### config.mk
export PLATFORM = sky130hd
export DESIGN_NAME = can_command_responder_heartbeat_unit
export DESIGN_NICKNAME = d
export VERILOG_FILES = /design/src/rtl/cchb_pkg.sv /design/src/rtl/can_command_responder_heartbeat_unit.sv /design/src/rtl/cchb_beat_data.sv
export SDC_FILE = /design/constraint.sdc
export NUM_CORES = 2
export LEC_CHECK = 0
export ABC_AREA = 1
export BUFFER_PORTS_ARGS = -buffer_cell sky130_fd_sc_hd__buf_2
export CORE_MARGIN = 3
export CORE_UTILIZATION = 30
export DETAILED_ROUTE_END_ITERATION = 10
export PLACE_DENSITY = 0.54
export SETUP_SLACK_MARGIN = 0.3
export SLEW_MARGIN = 20
export SYNTH_ARGS = -nofsm -noshare
export SYNTH_HDL_FRONTEND = slang
export SYNTH_HIERARCHICAL = 1
export SYNTH_SLANG_ARGS = --single-unit
### constraint.sdc
create_clock -name clk -period 17.3 [get_ports clk]
set_input_delay 0.865 -clock clk [delete_from_list [all_inputs] [get_ports clk]]
set_output_delay 0.865 -clock clk [all_outputs]
set_load 0.05 [all_outputs]
### src/rtl/cchb_pkg.sv
package cchb_pkg;

	localparam int unsigned IdW = 29;
	localparam int unsigned DataW = 64;
	localparam int unsigned CfgIdxW = 3;
	localparam int unsigned CfgDataW = 32;
	localparam int unsigned SecW = 23;
	localparam int unsigned RemW = 10;

	localparam logic [CfgIdxW-1:0] REG_NODE_ID = 3'd0;
	localparam logic [CfgIdxW-1:0] REG_BEAT_PERIOD = 3'd1;
	localparam logic [CfgIdxW-1:0] REG_CMD_BASE = 3'd2;
	localparam logic [CfgIdxW-1:0] REG_ACK_BASE = 3'd3;
	localparam logic [CfgIdxW-1:0] REG_BEAT_BASE = 3'd4;

	localparam logic OP_TICK = 1'b0;
	localparam logic OP_FRAME = 1'b1;

	localparam logic [7:0] CMD_PING = 8'h01;
	localparam logic [7:0] CMD_BEAT = 8'h02;
	localparam logic [7:0] CODE_UNKNOWN = 8'h7F;
	localparam logic [7:0] ACK_TAG0 = 8'h43;
	localparam logic [7:0] ACK_TAG1 = 8'h53;

	localparam logic [1:0] STATUS_OK = 2'd0;
	localparam logic [1:0] STATUS_BAD_ARG = 2'd1;
	localparam logic [1:0] STATUS_SAMPLE_ERR = 2'd2;

	localparam logic [31:0] BEAT_PERIOD_RST = 32'd1000;
	localparam logic [RemW-1:0] MS_PER_SEC_LAST = 10'd999;

	// reciprocal multipliers: x/10 for 20 bits, x/100 for 23 bits, x/10 for 16 bits
	localparam logic [19:0] RECIP10_V = 20'd838861;
	localparam int unsigned SHIFT10_V = 23;
	localparam logic [23:0] RECIP100 = 24'd10737419;
	localparam int unsigned SHIFT100 = 30;
	localparam logic [16:0] RECIP10_T = 17'd104858;
	localparam int unsigned SHIFT10_T = 20;

	typedef struct packed {
		logic tx_valid;
		logic [IdW-1:0] tx_id;
		logic [DataW-1:0] tx_data;
		logic [1:0] status;
		logic last_result;
	} res_t;

endpackage

### src/rtl/can_command_responder_heartbeat_unit.sv
// channel   handshake                  payload
// item      item_valid / item_ready    opcode .. valid_flags
// result    result_valid / result_ready tx_valid, tx_id, tx_data, status, last_result
// config    cfg_we (no stall)          cfg_index, cfg_data
//
// an item is registered on transfer and decoded the next cycle into one or two results
// one-result items sustain one per cycle while result_ready is high; an item with
// heartbeat plus ack holds the next item while its results drain one per cycle
// while a finished result waits for result_ready the input register takes one more item,
// then item_ready drops
// arst_n clears the clock, the seconds counter and the last beat time and loads the
// register defaults
module can_command_responder_heartbeat_unit (
	input logic clk,
	input logic arst_n,
	input logic item_valid,
	output logic item_ready,
	input logic opcode,
	input logic [28:0] rx_id,
	input logic [3:0] rx_dlc,
	input logic [7:0] command_byte,
	input logic [7:0] sequence_byte,
	input logic sample_ok,
	input logic signed [22:0] pack_current,
	input logic [19:0] pack_mv,
	input logic [19:0] bus_mv,
	input logic signed [15:0] temp_decideg,
	input logic [2:0] valid_flags,
	output logic result_valid,
	input logic result_ready,
	output logic tx_valid,
	output logic [28:0] tx_id,
	output logic [63:0] tx_data,
	output logic [1:0] status,
	output logic last_result,
	input logic cfg_we,
	input logic [cchb_pkg::CfgIdxW-1:0] cfg_index,
	input logic [cchb_pkg::CfgDataW-1:0] cfg_data
);

	logic [7:0] node_id_q;
	logic [31:0] beat_period_q;
	logic [28:0] cmd_base_q;
	logic [28:0] ack_base_q;
	logic [28:0] beat_base_q;

	logic [31:0] now_q;
	logic [31:0] last_beat_q;
	logic [cchb_pkg::SecW-1:0] sec_q;
	logic [cchb_pkg::RemW-1:0] rem_q;

	logic valid_s1;
	logic opcode_s1;
	logic [28:0] rx_id_s1;
	logic [3:0] rx_dlc_s1;
	logic [7:0] command_byte_s1;
	logic [7:0] sequence_byte_s1;
	logic sample_ok_s1;
	logic signed [22:0] pack_current_s1;
	logic [19:0] pack_mv_s1;
	logic [19:0] bus_mv_s1;
	logic signed [15:0] temp_decideg_s1;
	logic [2:0] valid_flags_s1;

	logic out_valid_q;
	logic out_two_q;
	logic out_idx_q;
	cchb_pkg::res_t res0_q;
	cchb_pkg::res_t res1_q;
	cchb_pkg::res_t res_show;

	logic out_done;
	logic advance;

	logic [28:0] beat_id;
	logic [28:0] ack_id;
	logic [28:0] cmd_id;
	logic [31:0] now_next;
	logic beat_due;
	logic [63:0] beat_data;
	logic [63:0] ack_up;
	cchb_pkg::res_t r0;
	cchb_pkg::res_t r1;
	logic two;
	logic beat_fire;
	logic beat_restart;

	cchb_beat_data u_beat_data (
		.pack_current(pack_current_s1),
		.pack_mv(pack_mv_s1),
		.bus_mv(bus_mv_s1),
		.temp_decideg(temp_decideg_s1),
		.valid_flags(valid_flags_s1),
		.data(beat_data)
	);

	assign out_done = out_valid_q && result_ready && (out_idx_q || !out_two_q);
	assign advance = valid_s1 && (!out_valid_q || out_done);
	assign item_ready = !valid_s1 || advance;

	assign res_show = out_idx_q ? res1_q : res0_q;
	assign result_valid = out_valid_q;
	assign tx_valid = res_show.tx_valid;
	assign tx_id = res_show.tx_id;
	assign tx_data = res_show.tx_data;
	assign status = res_show.status;
	assign last_result = res_show.last_result;

	always_comb begin
		beat_id = beat_base_q + {21'd0, node_id_q};
		ack_id = ack_base_q + {21'd0, node_id_q};
		cmd_id = cmd_base_q + {21'd0, node_id_q};
		now_next = now_q + 32'd1;
		beat_due = (now_next - last_beat_q) >= beat_period_q;
		ack_up = {cchb_pkg::ACK_TAG1, cchb_pkg::ACK_TAG0,
			{(32 - cchb_pkg::SecW){1'b0}}, sec_q, sequence_byte_s1, 8'd0};

		r0 = '{tx_valid: 1'b0, tx_id: '0, tx_data: '0,
			status: cchb_pkg::STATUS_OK, last_result: 1'b1};
		r1 = r0;
		two = 1'b0;
		beat_fire = 1'b0;
		beat_restart = 1'b0;

		priority if (opcode_s1 == cchb_pkg::OP_TICK) begin
			if (beat_due && sample_ok_s1) begin
				beat_fire = 1'b1;
				r0.tx_valid = 1'b1;
				r0.tx_id = beat_id;
				r0.tx_data = beat_data;
			end
		end else if (rx_id_s1 != cmd_id) begin
			r0.status = cchb_pkg::STATUS_OK;
		end else if (rx_dlc_s1 == 4'd0) begin
			r0.status = cchb_pkg::STATUS_BAD_ARG;
		end else begin
			unique case (command_byte_s1)
				cchb_pkg::CMD_PING: begin
					r0.tx_valid = 1'b1;
					r0.tx_id = ack_id;
					r0.tx_data = {ack_up[63:8], cchb_pkg::CMD_PING};
				end
				cchb_pkg::CMD_BEAT: begin
					if (!sample_ok_s1) begin
						r0.status = cchb_pkg::STATUS_SAMPLE_ERR;
					end else begin
						beat_restart = 1'b1;
						two = 1'b1;
						r0.tx_valid = 1'b1;
						r0.tx_id = beat_id;
						r0.tx_data = beat_data;
						r0.last_result = 1'b0;
						r1.tx_valid = 1'b1;
						r1.tx_id = ack_id;
						r1.tx_data = {ack_up[63:8], cchb_pkg::CMD_BEAT};
					end
				end
				default: begin
					r0.tx_valid = 1'b1;
					r0.tx_id = ack_id;
					r0.tx_data = {ack_up[63:8], cchb_pkg::CODE_UNKNOWN};
				end
			endcase
		end
	end

	// configuration
	always_ff @(posedge clk or negedge arst_n) begin
		if (!arst_n) begin
			node_id_q <= '0;
			beat_period_q <= cchb_pkg::BEAT_PERIOD_RST;
			cmd_base_q <= '0;
			ack_base_q <= '0;
			beat_base_q <= '0;
		end else if (cfg_we) begin
			unique case (cfg_index)
				cchb_pkg::REG_NODE_ID: node_id_q <= cfg_data[7:0];
				cchb_pkg::REG_BEAT_PERIOD: beat_period_q <= cfg_data;
				cchb_pkg::REG_CMD_BASE: cmd_base_q <= cfg_data[28:0];
				cchb_pkg::REG_ACK_BASE: ack_base_q <= cfg_data[28:0];
				cchb_pkg::REG_BEAT_BASE: beat_base_q <= cfg_data[28:0];
				default: begin
				end
			endcase
		end
	end

	// millisecond clock, uptime seconds and last beat time
	always_ff @(posedge clk or negedge arst_n) begin
		if (!arst_n) begin
			now_q <= '0;
			last_beat_q <= '0;
			sec_q <= '0;
			rem_q <= '0;
		end else if (advance) begin
			if (opcode_s1 == cchb_pkg::OP_TICK) begin
				now_q <= now_next;
				if (now_q == '1) begin
					sec_q <= '0;
					rem_q <= '0;
				end else if (rem_q == cchb_pkg::MS_PER_SEC_LAST) begin
					sec_q <= sec_q + 23'd1;
					rem_q <= '0;
				end else begin
					rem_q <= rem_q + 10'd1;
				end
				if (beat_fire) begin
					last_beat_q <= now_next;
				end
			end else if (beat_restart) begin
				last_beat_q <= now_q;
			end
		end
	end

	// input register
	always_ff @(posedge clk or negedge arst_n) begin
		if (!arst_n) begin
			valid_s1 <= 1'b0;
		end else if (item_ready) begin
			valid_s1 <= item_valid;
		end
	end

	always_ff @(posedge clk) begin
		if (item_ready && item_valid) begin
			opcode_s1 <= opcode;
			rx_id_s1 <= rx_id;
			rx_dlc_s1 <= rx_dlc;
			command_byte_s1 <= command_byte;
			sequence_byte_s1 <= sequence_byte;
			sample_ok_s1 <= sample_ok;
			pack_current_s1 <= pack_current;
			pack_mv_s1 <= pack_mv;
			bus_mv_s1 <= bus_mv;
			temp_decideg_s1 <= temp_decideg;
			valid_flags_s1 <= valid_flags;
		end
	end

	// result register, one or two results per item
	always_ff @(posedge clk or negedge arst_n) begin
		if (!arst_n) begin
			out_valid_q <= 1'b0;
			out_two_q <= 1'b0;
			out_idx_q <= 1'b0;
		end else if (advance) begin
			out_valid_q <= 1'b1;
			out_two_q <= two;
			out_idx_q <= 1'b0;
		end else if (out_valid_q && result_ready) begin
			if (out_two_q && !out_idx_q) begin
				out_idx_q <= 1'b1;
			end else begin
				out_valid_q <= 1'b0;
			end
		end
	end

	always_ff @(posedge clk) begin
		if (advance) begin
			res0_q <= r0;
			res1_q <= r1;
		end
	end

endmodule

### src/rtl/cchb_beat_data.sv
module cchb_beat_data (
	input logic signed [22:0] pack_current,
	input logic [19:0] pack_mv,
	input logic [19:0] bus_mv,
	input logic signed [15:0] temp_decideg,
	input logic [2:0] valid_flags,
	output logic [cchb_pkg::DataW-1:0] data
);

	logic [39:0] pack_prod;
	logic [39:0] bus_prod;
	logic cur_neg;
	logic [22:0] cur_mag;
	logic [46:0] cur_prod;
	logic [15:0] cur_q;
	logic [15:0] cur_dA;
	logic temp_neg;
	logic [15:0] temp_mag;
	logic [32:0] temp_prod;
	logic [7:0] temp_q;
	logic [7:0] temp_deg;

	always_comb begin
		pack_prod = {20'd0, pack_mv} * {20'd0, cchb_pkg::RECIP10_V};
		bus_prod = {20'd0, bus_mv} * {20'd0, cchb_pkg::RECIP10_V};

		cur_neg = pack_current[22];
		cur_mag = cur_neg ? (23'd0 - pack_current) : pack_current;
		cur_prod = {24'd0, cur_mag} * {23'd0, cchb_pkg::RECIP100};
		cur_q = cur_prod[cchb_pkg::SHIFT100 +: 16];
		cur_dA = cur_neg ? (16'd0 - cur_q) : cur_q;

		temp_neg = temp_decideg[15];
		temp_mag = temp_neg ? (16'd0 - temp_decideg) : temp_decideg;
		temp_prod = {17'd0, temp_mag} * {16'd0, cchb_pkg::RECIP10_T};
		temp_q = temp_prod[cchb_pkg::SHIFT10_T +: 8];
		temp_deg = temp_neg ? (8'd0 - temp_q) : temp_q;

		data = {5'd0, valid_flags, temp_deg, cur_dA,
			bus_prod[cchb_pkg::SHIFT10_V +: 16], pack_prod[cchb_pkg::SHIFT10_V +: 16]};
	end

endmodule

==> flow_summary.toml <==
[cts]
holdBufCountCts = 0
clk_pin_slew_ps = 70
clock_latency_ps = 700
cts.sinks = 519
cts_buffers = 73
cts_max_level = 3
cts_setup_buffers = 0
cts_tree = "yes"
cts_resized = 0
root_buffer = "clkbuf_16"
cts_buffer_depth = 3

[sta]
maxSlewViolCount = 0
tightest_slew_ps = 1080
setup_viol = 0
slew_headroom = 0.279
rsz0062_at_grt = "false"
hold_violations = 0
min_period_ps = 9080
fmax_ghz = 0.110
hold_ws_ps = 117
setup_tns_ps = 0
min_period_over_period = 0.525
fin_worst_skew_ps = 55.6

[global_route]
grt_usage = 0.189
grt_pass1_wl_mm = 295
grt_overflow = 0
grt_pass1_vias = 48954
grt_max_degree = 74
antenna_found_initial = 19

[synthesis]
synth_area_leaders = "fa_1 (19%), ha_1 (17%), edfxtp_1 (15%)"
yosys.area.top_type = "fa_1"
syn_inst = 7221
post_synth_num_cell_types = 64
synth-seq-cells = 519
synth_edf_count = 291
ys_seq_area_frac = 0.243
synthArstFlopShare = 0.439
synth.most_common_cell = "inv_1"
yosys-top-cells-count = "inv_1 (1,636), nand2_1 (1,558), ha_1 (815)"
syn-cell-area_mm2 = 0.0595
synth.avg_cell_area_um2 = 8.24
ys_warn_count = 6
yosysTopAreaCellShare = 0.188
synth_flop_cell = "edfxtp_1"

[status]
status = "finished clean"

[critical_path]
startpoint_type = "register"
arrival_ps = 9450
path_max_fanout = 11
end_kind = "register"
ff2ff_path_depth = 37
crit_slowest_cell = "edfxtp_1"
path_class = "reg2reg"
max_stage_delay_ps = 680
reg2reg_to = "res0_q[39]"
cp.required_ps = 17680
regToRegStartpoint = "pack_current_s1[0]"
crit_start = "pack_current_s1[0]"
rrSetupSlack_ps = 8220

[routing]
antenna_left = 0
wl_per_cell_um = 18.9
dr.pass1.iters = 5
drt_iter0_drc = 3236
viasPerCell = 4.68
wirelength_mm = 192
drc = 0
num_vias = 47578

[flow_run]
maxCapViolCount = 0

[place]
portBuffers = 271
place.gp.congestion = 0.953
hpwl_mm = 159

[die]
coreArea_mm2 = 0.196
die_area_mm2 = 0.204
die_w_um = 451
ios = 272
start_util = 0.303
rows = 162
fp.dieH_um = 451

[layout]
fin_nets = 9021
syn_to_final_growth_pct = 11.6
drive_above_1_share = 0.0694

[min_path]
min_path_type = "in2async"
-- worst max-delay path by stage --
stage | to | cells past startpoint | slack [ps]
6_report | res0_q[39] | 37 | 8220
5_1_grt | res0_q[46] | 39 | 7400
4_1_cts | res0_q[39] | 37 | 8150
3_5_place_dp | res0_q[47] | 40 | 8250
3_3_place_gp | res0_q[47] | 37 | 8380
2_1_floorplan | res0_q[50] | 39 | 9700
-- logic make-up after synthesis --
logic type	count (synthesis)	synth area share
compound gates	754	0.0693
flops	519	0.243
buf+inv	1772	0.113
simple gates	2570	0.181
fa+ha+maj	1373	0.359
xor+xnor	232	0.0343
other cells	1	0.0000631
-- per-stage QoR --
stage / utilization / instance area (um2) / cells / worst slack [ps]
floorplan: - / 59500 / 7225 / 9700
detailed placement: 0.326 / 63800 / 10023 / 8250
global route: 0.339 / 66400 / 10159 / 7400
finish: 0.339 / 66400 / 10161 / 8220
CTS: 0.338 / 66300 / 10157 / 8150
global placement: 0.326 / 63800 / 10023 / 8380
-- cell usage in the layout, fill, tap and decap left out, types with 7 or more instances in the layout --
cell | synthesis | routed
nor4_1 | 36 | 35
nand3_1 | 265 | 263
nand3b_1 | 13 | 13
o22ai_1 | 25 | 25
clkinv_2 | 0 | 9
or2_2 | 17 | 17
nor2_1 | 442 | 441
nor2_4 | 6 | 8
a21o_1 | 21 | 21
clkbuf_1 | 78 | 14
nand4_1 | 80 | 80
nand2_2 | 21 | 22
dfrtp_1 | 222 | 221
edfxtp_1 | 291 | 291
o21ai_1 | 49 | 49
buf_4 | 13 | 28
buf_2 | 11 | 270
a21oi_1 | 222 | 222
xnor2_1 | 76 | 76
o32ai_1 | 12 | 12
o21bai_1 | 15 | 15
ha_1 | 815 | 815
inv_2 | 9 | 10
nand3_2 | 6 | 7
o21a_1 | 10 | 10
a31oi_1 | 14 | 14
nor2_2 | 21 | 20
o21ai_0 | 340 | 340
clkbuf_16 | 0 | 76
clkinv_1 | 2 | 7
clkbuf_8 | 0 | 9
fa_1 | 558 | 558
inv_1 | 1636 | 1633
o211ai_1 | 12 | 12
xor2_1 | 155 | 155
nand2_1 | 1558 | 1557
nor3b_1 | 9 | 9
nor3_1 | 78 | 78
-- per-layer routing --
metal	global-route usage	part of all wire
met1	0.250	0.45
met2	0.314	0.47
met3	0.0256	0.048
met4	0.0685	0.041
met5	0	0
-- final cells by class --
cell class | instances | area, um2
repair buffers | 300 | 1600
well taps | 2624 | 3280
multi-input cells | 4934 | 38300
clock inverters | 35 | 410
flip-flops and latches | 519 | 14500
clock buffers | 99 | 2080
diodes | 3 | 7.51
fillers | 20529 | 130000
inverters | 1647 | 6190
-- worst max-delay path, delay by kind of cell (launching register included) --
family | cells | cell delay (ps)
buffers and inverters | 7 | 740
XOR/XNOR | 1 | 210
adder cells (fa/ha/maj) | 10 | 4070
flip-flops | 1 | 680
AND/OR/NAND/NOR | 17 | 2740
AO/OA/AOI/OAI | 2 | 270
-- state kept, by name, summed over array words and instances (netlist names), 20 cells and up --
name,cells
res1_q,61
res0_q,97
sec_q,23
bus_mv_s1,20
beat_period_q,32
pack_current_s1,23
beat_base_q,29
last_beat_q,32
pack_mv_s1,20
cmd_base_q,29
rx_id_s1,29
now_q,32
ack_base_q,29
Power is left out: the tool's default activity adds up to more than one toggle a clock period on the data nets, which glitch-free logic cannot reach.
